`src/sv/yuv420_to_rgb32_block_convert_unit_assert.svh`:
```
// assertion macros for the yuv420 to rgb32 block converter
// expects clk_i and rst_ni in the scope of the including module
`ifndef YUV420_TO_RGB32_BLOCK_CONVERT_UNIT_ASSERT_SVH
`define YUV420_TO_RGB32_BLOCK_CONVERT_UNIT_ASSERT_SVH

`ifndef SYNTHESIS

// same-cycle implication, checked out of reset
`define Y2R_ASSERT_NOW(lbl, ante, cons, msg) \
  lbl: assert property (@(posedge clk_i) disable iff (!rst_ni) (ante) |-> (cons)) \
    else $error(msg);

// next-cycle implication, checked out of reset
`define Y2R_ASSERT_NEXT(lbl, ante, cons, msg) \
  lbl: assert property (@(posedge clk_i) disable iff (!rst_ni) (ante) |=> (cons)) \
    else $error(msg);

`else

`define Y2R_ASSERT_NOW(lbl, ante, cons, msg)
`define Y2R_ASSERT_NEXT(lbl, ante, cons, msg)

`endif

`endif

```
`src/sv/y2r_pkg.sv`:
```
// shared constants for the yuv420 to rgb32 block converter
// no dependencies
package y2r_pkg;

  // default fixed point fraction width
  localparam int unsigned FracBitsDefault = 13;

  // bt.601 coefficients in thousandths
  localparam int unsigned MilliY  = 1164;
  localparam int unsigned MilliBu = 2018;
  localparam int unsigned MilliGu = 391;
  localparam int unsigned MilliGv = 813;
  localparam int unsigned MilliRv = 1596;
  localparam int unsigned MilliOne = 1000;

  // sample offsets and output range
  localparam int unsigned LumaOffset   = 16;
  localparam int unsigned ChromaOffset = 128;
  localparam int unsigned PixMax       = 255;

  // stream geometry
  localparam int unsigned SampleW  = 8;
  localparam int unsigned NumPix   = 4;
  localparam int unsigned NumChan  = 3;
  localparam int unsigned SDataW   = (NumPix + 2) * SampleW;
  localparam int unsigned MDataW   = NumPix * NumChan * SampleW;

  // channel slots within one pixel
  localparam int unsigned ChanBlue  = 0;
  localparam int unsigned ChanGreen = 1;
  localparam int unsigned ChanRed   = 2;

endpackage

```
`src/sv/yuv420_to_rgb32_block_convert_unit.sv`:
```
// yuv420 2x2 block to four bgr pixels, bt.601 fixed point, four-stage pipeline
// depends on y2r_pkg and yuv420_to_rgb32_block_convert_unit_assert.svh
//
// usage:
//   slave channel s_axis_*: one transaction carries a 2x2 luma block and the
//   shared cb/cr pair. master channel m_axis_*: one transaction carries the
//   blue, green and red bytes of the four pixels (no pad byte).
//   an accepted block moves through stages 1, 2, 3 and 4 in order; stage 4 drives
//   m_axis_tvalid_o and m_axis_tdata_o, and the result is taken when the receiver does not stall.
//   throughput: one block per cycle while the receiver does not stall; stage 2 (constant multipliers) and
//   stage 3 (two- and three-input adders) set the clock period.
//   each stage carries its own valid bit and loads whenever it is empty or
//   the stage after it moves, so bubbles are squeezed out during a stall.
//   a stalled receiver holds the result on m_axis_tdata_o; s_axis_tready_o
//   drops only once all four stages hold data.
//   reset clears all valid bits; the pipeline comes up empty and ready.
module yuv420_to_rgb32_block_convert_unit
  import y2r_pkg::*;
#(
  parameter int unsigned FRACTION_BITS = FracBitsDefault
) (
  input  logic              clk_i,
  input  logic              rst_ni,
  input  logic              s_axis_tvalid_i,
  output logic              s_axis_tready_o,
  // luma_tl, luma_tr, luma_bl, luma_br, chroma_u, chroma_v (8 bits each)
  input  logic [SDataW-1:0] s_axis_tdata_i,
  output logic              m_axis_tvalid_o,
  input  logic              m_axis_tready_i,
  // blue_tl, green_tl, red_tl, blue_tr, green_tr, red_tr,
  // blue_bl, green_bl, red_bl, blue_br, green_br, red_br (8 bits each)
  output logic [MDataW-1:0] m_axis_tdata_o
);

  localparam int unsigned NumStages = 4;
  // coefficient, product and sum widths follow the fraction width
  // the largest coefficient exceeds 2.0, so a sign bit and two integer bits
  localparam int unsigned CoefW = FRACTION_BITS + 3;
  localparam int unsigned ProdW = FRACTION_BITS + 10;
  localparam int unsigned SumW  = FRACTION_BITS + 11;

  localparam int unsigned KyInt  = ((MilliY  << FRACTION_BITS) + MilliOne / 2) / MilliOne;
  localparam int unsigned KbuInt = ((MilliBu << FRACTION_BITS) + MilliOne / 2) / MilliOne;
  localparam int unsigned KguInt = ((MilliGu << FRACTION_BITS) + MilliOne / 2) / MilliOne;
  localparam int unsigned KgvInt = ((MilliGv << FRACTION_BITS) + MilliOne / 2) / MilliOne;
  localparam int unsigned KrvInt = ((MilliRv << FRACTION_BITS) + MilliOne / 2) / MilliOne;

  localparam logic signed [CoefW-1:0] KyC  = CoefW'(KyInt);
  localparam logic signed [CoefW-1:0] KbuC = CoefW'(KbuInt);
  localparam logic signed [CoefW-1:0] KguC = CoefW'(KguInt);
  localparam logic signed [CoefW-1:0] KgvC = CoefW'(KgvInt);
  localparam logic signed [CoefW-1:0] KrvC = CoefW'(KrvInt);

  // valid bits and per-stage load enables
  logic [NumStages-1:0] vld_q, vld_d, en;

  // stage 1: offset-removed samples
  logic signed [SampleW:0]   y_q  [NumPix];
  logic signed [SampleW:0]   y_d  [NumPix];
  logic signed [SampleW-1:0] u_q, u_d, v_q, v_d;

  // stage 2: products
  logic signed [ProdW-1:0] ly_q [NumPix];
  logic signed [ProdW-1:0] ly_d [NumPix];
  logic signed [ProdW-1:0] bu_q, bu_d, gu_q, gu_d, gv_q, gv_d, rv_q, rv_d;

  // stage 3: channel sums
  logic signed [SumW-1:0] sum_q [NumPix][NumChan];
  logic signed [SumW-1:0] sum_d [NumPix][NumChan];

  // stage 4: clipped output bytes
  logic [SampleW-1:0] pix_q [NumPix][NumChan];
  logic [SampleW-1:0] pix_d [NumPix][NumChan];

  // floor shift then clip to one byte
  function automatic logic [SampleW-1:0] clip_byte(input logic signed [SumW-1:0] s);
    logic signed [SumW-1:0] sh;
    sh = s >>> FRACTION_BITS;
    if (sh[SumW-1]) begin
      return '0;
    end else if (|sh[SumW-2:SampleW]) begin
      return SampleW'(PixMax);
    end else begin
      return sh[SampleW-1:0];
    end
  endfunction

  // load enables: a stage moves when empty or when the next one moves
  always_comb begin
    en[NumStages-1] = !vld_q[NumStages-1] || m_axis_tready_i;
    for (int k = NumStages - 2; k >= 0; k--) begin
      en[k] = !vld_q[k] || en[k+1];
    end
  end

  always_comb begin
    vld_d[0] = en[0] ? s_axis_tvalid_i : vld_q[0];
    for (int k = 1; k < NumStages; k++) begin
      vld_d[k] = en[k] ? vld_q[k-1] : vld_q[k];
    end
  end

  always_ff @(posedge clk_i or negedge rst_ni) begin
    if (!rst_ni) begin
      vld_q <= '0;
    end else begin
      vld_q <= vld_d;
    end
  end

  // stage 1: unpack and remove offsets
  always_comb begin
    for (int i = 0; i < NumPix; i++) begin
      y_d[i] = $signed({1'b0, s_axis_tdata_i[SampleW*i +: SampleW]})
             - $signed((SampleW+1)'(LumaOffset));
    end
    u_d = $signed(s_axis_tdata_i[SampleW*NumPix +: SampleW] - SampleW'(ChromaOffset));
    v_d = $signed(s_axis_tdata_i[SampleW*(NumPix+1) +: SampleW] - SampleW'(ChromaOffset));
  end

  // stage 2: constant multiplications
  always_comb begin
    for (int i = 0; i < NumPix; i++) begin
      ly_d[i] = ProdW'(KyC) * ProdW'(y_q[i]);
    end
    bu_d = ProdW'(KbuC) * ProdW'(u_q);
    gu_d = ProdW'(KguC) * ProdW'(u_q);
    gv_d = ProdW'(KgvC) * ProdW'(v_q);
    rv_d = ProdW'(KrvC) * ProdW'(v_q);
  end

  // stage 3: per-channel sums
  always_comb begin
    for (int i = 0; i < NumPix; i++) begin
      sum_d[i][ChanBlue]  = SumW'(ly_q[i]) + SumW'(bu_q);
      sum_d[i][ChanGreen] = SumW'(ly_q[i]) - SumW'(gu_q) - SumW'(gv_q);
      sum_d[i][ChanRed]   = SumW'(ly_q[i]) + SumW'(rv_q);
    end
  end

  // stage 4: shift and clip
  always_comb begin
    for (int i = 0; i < NumPix; i++) begin
      for (int c = 0; c < NumChan; c++) begin
        pix_d[i][c] = clip_byte(sum_q[i][c]);
      end
    end
  end

  // payload registers, no reset
  always_ff @(posedge clk_i) begin
    if (en[0]) begin
      y_q <= y_d;
      u_q <= u_d;
      v_q <= v_d;
    end
    if (en[1]) begin
      ly_q <= ly_d;
      bu_q <= bu_d;
      gu_q <= gu_d;
      gv_q <= gv_d;
      rv_q <= rv_d;
    end
    if (en[2]) begin
      sum_q <= sum_d;
    end
    if (en[3]) begin
      pix_q <= pix_d;
    end
  end

  // output packing, blue of the top-left pixel in the lowest byte
  always_comb begin
    for (int i = 0; i < NumPix; i++) begin
      for (int c = 0; c < NumChan; c++) begin
        m_axis_tdata_o[SampleW*(NumChan*i + c) +: SampleW] = pix_q[i][c];
      end
    end
  end

  assign s_axis_tready_o = en[0];
  assign m_axis_tvalid_o = vld_q[NumStages-1];

  `include "yuv420_to_rgb32_block_convert_unit_assert.svh"

  // backpressure only when every stage is full and the receiver stalls
  `Y2R_ASSERT_NOW(a_ready_low_full, !s_axis_tready_o,
    (&vld_q) && !m_axis_tready_i, "ready dropped with room in the pipeline")

  // an accepted transaction always lands in stage 1
  `Y2R_ASSERT_NEXT(a_accept_lands, s_axis_tvalid_i && s_axis_tready_o,
    vld_q[0], "accepted transaction lost at stage 1")

  // a held middle stage keeps its item
  `Y2R_ASSERT_NEXT(a_mid_hold, vld_q[1] && !en[2],
    vld_q[1] && vld_q[2], "item dropped while stalled in stage 2")

  // an output left untaken is still there next cycle
  `Y2R_ASSERT_NEXT(a_out_hold, m_axis_tvalid_o && !m_axis_tready_i,
    m_axis_tvalid_o, "stalled result vanished")

endmodule

```
`config.mk`:
```
export PLATFORM = sky130hd
export DESIGN_NAME = yuv420_to_rgb32_block_convert_unit
export DESIGN_NICKNAME = d
export VERILOG_FILES = /design/src/sv/y2r_pkg.sv /design/src/sv/yuv420_to_rgb32_block_convert_unit.sv
export VERILOG_INCLUDE_DIRS = /design/src /design/src/sv
export SDC_FILE = /design/constraint.sdc
export NUM_CORES = 2
export LEC_CHECK = 0
export BUFFER_PORTS_ARGS = -buffer_cell sky130_fd_sc_hd__clkbuf_2
export CAP_MARGIN = 0
export CORE_MARGIN = 8
export CORE_UTILIZATION = 50
export DETAILED_ROUTE_END_ITERATION = 7
export HOLD_SLACK_MARGIN = 0.06
export PLACE_DENSITY = 0.75
export SKIP_LAST_GASP = 1
export SLEW_MARGIN = 15
export SYNTH_ARGS = -nofsm -noshare
export SYNTH_HDL_FRONTEND = slang
export SYNTH_SLANG_ARGS = --single-unit
```
`constraint.sdc`:
```
create_clock -name clk_i -period 19.57 [get_ports clk_i]
set_input_delay 2.9355 -clock clk_i [delete_from_list [all_inputs] [get_ports clk_i]]
set_output_delay 2.9355 -clock clk_i [all_outputs]
set_load 0.05 [all_outputs]
```
# [After elaboration in Yosys (flattened, before gate mapping)]
# Cells that the tools add are included.
[totals] input_bits=52 reg_bits=618 out_inout_bits=98
[op_classes] add_sub_neg=22 n_mul=8 n_mux=12 n_reduce_logical=20
[op_table] op="$add A23 B23 Y24" n=8
[op_table] op="$mux W8" n=12
[op_table] op="$sub A23 B21 Y24" n=4
[op_table] op="$sub A24 B22 Y24" n=4
[op_table] op="$mul A15 B9 Y23 const A" n=4
[op_table] op="$reduce_or A3 Y1" n=12
[op_table] op="$sub A8 B5 Y9 const B" n=4
[op_table] op="$mul A16 B8 Y23 const A" n=1
[op_table] op="$mul A14 B8 Y22 const A" n=1
[op_table] op="$mul A13 B8 Y21 const A" n=1
[op_table] op="$mul A12 B8 Y20 const A" n=1
[op_table] op="$sub A8 B8 Y8 const B" n=2
[op_table] op="$logic_not A1 Y1" n=4
[op_table] op="$logic_or A1 B1 Y1" n=4

# [Depth between registers and ports, before layout]
[depth] ltp_word=5 depth_mapped=20 depth_no_buf=20

# [Worst setup path before layout]
# No wires, ideal clock.
[synth_timing] path_kind="input port to flip-flop" from="input port m_axis_tready_i" to="register bu_q[0], enable pin" setup_slack_ns=10.749 arrival_ns=6.988 path_stages=2 n_path_buf=0 t_required_ns=17.738 cell_sequence="nor2b_1 -> nand3_1"
[synth_via] elab_chain_cells=3
[synth_rtl] item="from (decl)" line_no="yuv420_to_rgb32_block_convert_unit.sv:29" rtl="input logic m_axis_tready_i,"
[synth_rtl] item="$logic_or A1 B1 Y1" line_no="yuv420_to_rgb32_block_convert_unit.sv:90" rtl="en[NumStages-1] = !vld_q[NumStages-1] || m_axis_tready_i;"
[synth_rtl] item="$logic_or A1 B1 Y1 (2 in a row)" line_no="yuv420_to_rgb32_block_convert_unit.sv:92" rtl="en[k] = !vld_q[k] || en[k+1];"
[synth_rtl] item="via en[1]" line_no="yuv420_to_rgb32_block_convert_unit.sv:55" rtl="logic [NumStages-1:0] vld_q, vld_d, en;"
[synth_rtl] item="to (signal assigned)" line_no="yuv420_to_rgb32_block_convert_unit.sv:159" rtl="bu_q <= bu_d;"
[synth_rtl] item="to (decl)" line_no="yuv420_to_rgb32_block_convert_unit.sv:65" rtl="logic signed [ProdW-1:0] bu_q, bu_d, gu_q, gu_d, gv_q, gv_d, rv_q, rv_d;"
# The timed path passes the listed nets, and every way through them passes these cells.
# A chain may end at the register's enable or synchronous reset.

# [Worst setup path after layout]
[layout_timing] from="input port m_axis_tready_i" to="output port s_axis_tready_o"
[layout_via] elab_chain_cells=4
[layout_rtl] item="$logic_or A1 B1 Y1" line_no="yuv420_to_rgb32_block_convert_unit.sv:90"
[layout_rtl] item="$logic_or A1 B1 Y1 (3 in a row)" line_no="yuv420_to_rgb32_block_convert_unit.sv:92"
[layout_rtl] item="to (decl)" line_no="yuv420_to_rgb32_block_convert_unit.sv:25" rtl="output logic s_axis_tready_o,"
# Every way passes these cells.

==> flow_summary.json <==
{
  "end_kind": "primary output",
  "synth-edff-count": 451,
  "syn_area_per_cell_sq_um": 11.7,
  "synth_top_cells_by_count": "ha_1, edfxtp_1, inv_1, nor2_1, fa_1",
  "h-tree-depth": 2,
  "first_global_vias": 23900,
  "synth_area_sq_um": 37800,
  "synth_cell_types": 70,
  "postCtsSetupBuffers": 0,
  "wire_per_inst_um": 18.2,
  "critPathKind": "input pin to primary output",
  "tightest_slew_ns": 0.915,
  "clock-root-buffer": "clkbuf_16",
  "drive_above_1_share_pct": 8.07,
  "startpoint_type": "input pin",
  "hpwl_um": 67500,
  "grtUsageMet1_pct": 25.3,
  "status": "completed",
  "utilization_pct": 54.9,
  "grt_use_total_pct": 19.1,
  "synth_nets": 4302,
  "ys_ff_latch": 455,
  "ys_async_sr_fraction_pct": 0.879,
  "reg2reg_slack_ns": 14.08,
  "fin_tns_setup_ns": 0,
  "fill_cells": 6282,
  "core_sq_um": 75400,
  "met2_usage_pct": 31.6,
  "wirelength_um": 81000,
  "detailroute.via_count": 23800,
  "cts_tree": "yes",
  "slew_headroom_pct": 39.0,
  "grt_pass1_wl_um": 130000,
  "rows": 101,
  "rsz0062_at_grt": "false",
  "setup.worst_path.end": "s_axis_tready_o",
  "grt_max_degree": 76,
  "cts.sinks": 455,
  "drc_errors": 0,
  "crit_slowest_cell": "nor2b_1",
  "place_ws_ns": 12.27,
  "worstPathRequired_ns": 16.63,
  "cts_resized": 0,
  "boundaryPins": 150,
  "hold_viol_final": 0,
  "die_h_um": 291,
  "clock_path_buffers": 3,
  "worstPathCellList": "clkbuf_2, nor2b_1, nand4_1, buf_12, clkbuf_2",
  "path_max_fanout": 54,
  "drtIter0Drc": 1385,
  "numCtsBuffers": 50,
  "use_met3_pct": 3.34,
  "hold_class": "flop to flop",
  "drv_cap": 0,
  "vias_per_cell": 5.36,
  "antennaDiodeCount": 0,
  "ys_seq_area_share_pct": 36.1,
  "ant_nets": 0,
  "yosysTopAreaCellShare_pct": 35.8,
  "drv_slew": 0,
  "synth_cells": 3245,
  "min_period_over_period_pct": 37.4,
  "yosysTopAreaCell": "edfxtp_1",
  "yosys-top-cells-area": "edfxtp_1, ha_1, fa_1",
  "start_util_pct": 50.1,
  "synth.most_common_cell": "ha_1",
  "synth_flop_cell": "edfxtp_1",
  "clk_pin_slew_worst_paths_ns": 0.06,
  "yosys_warnings": 0,
  "hold_buffers": 0,
  "setup_viol": 0,
  "clk_latency_ns": 0.63,
  "final_nets": 4485,
  "overflow": 0,
  "cpMostUsedCell": "clkbuf_2",
  "fin_skew_ns": 0.0342,
  "arrival_ns": 4.38,
  "die_area_sq_um": 84700,
  "grt-busiest-layer": "met2",
  "slowest_delay_ns": 0.47,
  "layout_min_cycle_time_ns": 7.31,
  "syn_to_final_growth_pct": 9.48,
  "antenna_found_initial": 3,
  "io_buffer_count": 149,
  "r2r_start": "y_q[12]",
  "multiInputGateArea_sq_um": 22800,
  "rr_worst_depth": 16,
  "r2r-end": "ly_q[45]",
  "drt-pass1-iter-count": 5,
  "gp_congestion": 0.911,
  "fmax_mhz": 137,
  "worstSetupStartpoint": "m_axis_tready_i",
  "setup_ws_ns": 12.26,
  "dieWidth_um": 291,
  "seq_area_sq_um": 13600
}
[layer usage]
| layer | vias up | wire length [um] | share of wire, % |
|---|---|---|---|
| li1 | 11900 | - | - |
| met1 | 11200 | 36200 | 45 |
| met2 | 559 | 37200 | 46 |
| met3 | 159 | 4520 | 5.6 |
| met4 | 2 | 3050 | 3.8 |
| met5 | - | 13 | 0.016 |
[critical path: cells and delay by family]
kind / cells / cell delay (ns)
buffers and inverters: 3 / 0.62
and+or+nand+nor: 2 / 0.71
[sequential cells by signal, summed over array words and instances, names as in the netlist, 17 cells and up]
register / flops
bu_q: 23
rv_q: 22
gv_q: 17
m_axis_tdata_o: 96
ly_q: 92
sum_q: 132
y_q: 36
gu_q: 17
[metrics by stage]
step | hold slack (ns) | area [sq um] | cells
after floorplan | 0.435 | 37800 | 3245
after CTS | 0.471 | 41400 | 4448
after global placement | 0.457 | 39800 | 4354
after global routing | 0.484 | 41400 | 4448
after detailed placement | 0.453 | 39800 | 4354
final | 0.469 | 41400 | 4448
[placed cells by master, fill, tap and decap left out, types with 50 or more instances in the layout]
cell type,count
inv_1,357
clkbuf_2,149
fa_1,242
a21o_1,65
nand2_1,85
xnor2_1,148
xor2_1,80
o21ai_0,69
ha_1,763
nor2_1,339
clkbuf_16,50
a21oi_1,156
edfxtp_1,451
nor3_1,62
[how the worst min path moves through the flow]
stage                        start        to  cells past startpoint
final                     vld_q[0]  vld_q[1]                      1
after global routing      vld_q[0]  vld_q[1]                      1
after CTS                 vld_q[0]  vld_q[1]                      1
after detailed placement  vld_q[0]  vld_q[1]                      1
after global placement    vld_q[0]  vld_q[1]                      1
after floorplan           vld_q[0]  vld_q[1]                      1
[logic make-up (layout without fill, tap and decap cells)]
family / Yosys count / in the layout / synth area share, %
XOR/XNOR: 228 / 228 / 5.28
flip-flops: 455 / 455 / 36.1
AND/OR/NAND/NOR: 688 / 688 / 8.30
multiplexers: 1 / 1 / 0.0298
AO/OA/AOI/OAI: 486 / 486 / 8.49
buffers and inverters: 382 / 607 / 3.79
adder cells (fa/ha/maj): 1005 / 1005 / 38.0
[layout make-up]
type                    instances  area share [%]
clock buffers                  59            3.10
multi-input cells            2408            55.0
inverters                     358            3.25
flip-flops and latches        455            32.9
well taps                     978            2.95
repair buffers                155            1.94
clock inverters                35           0.831
Power is left out: the tool's default activity adds up to more than one toggle a clock period on the data nets, which glitch-free logic cannot reach.
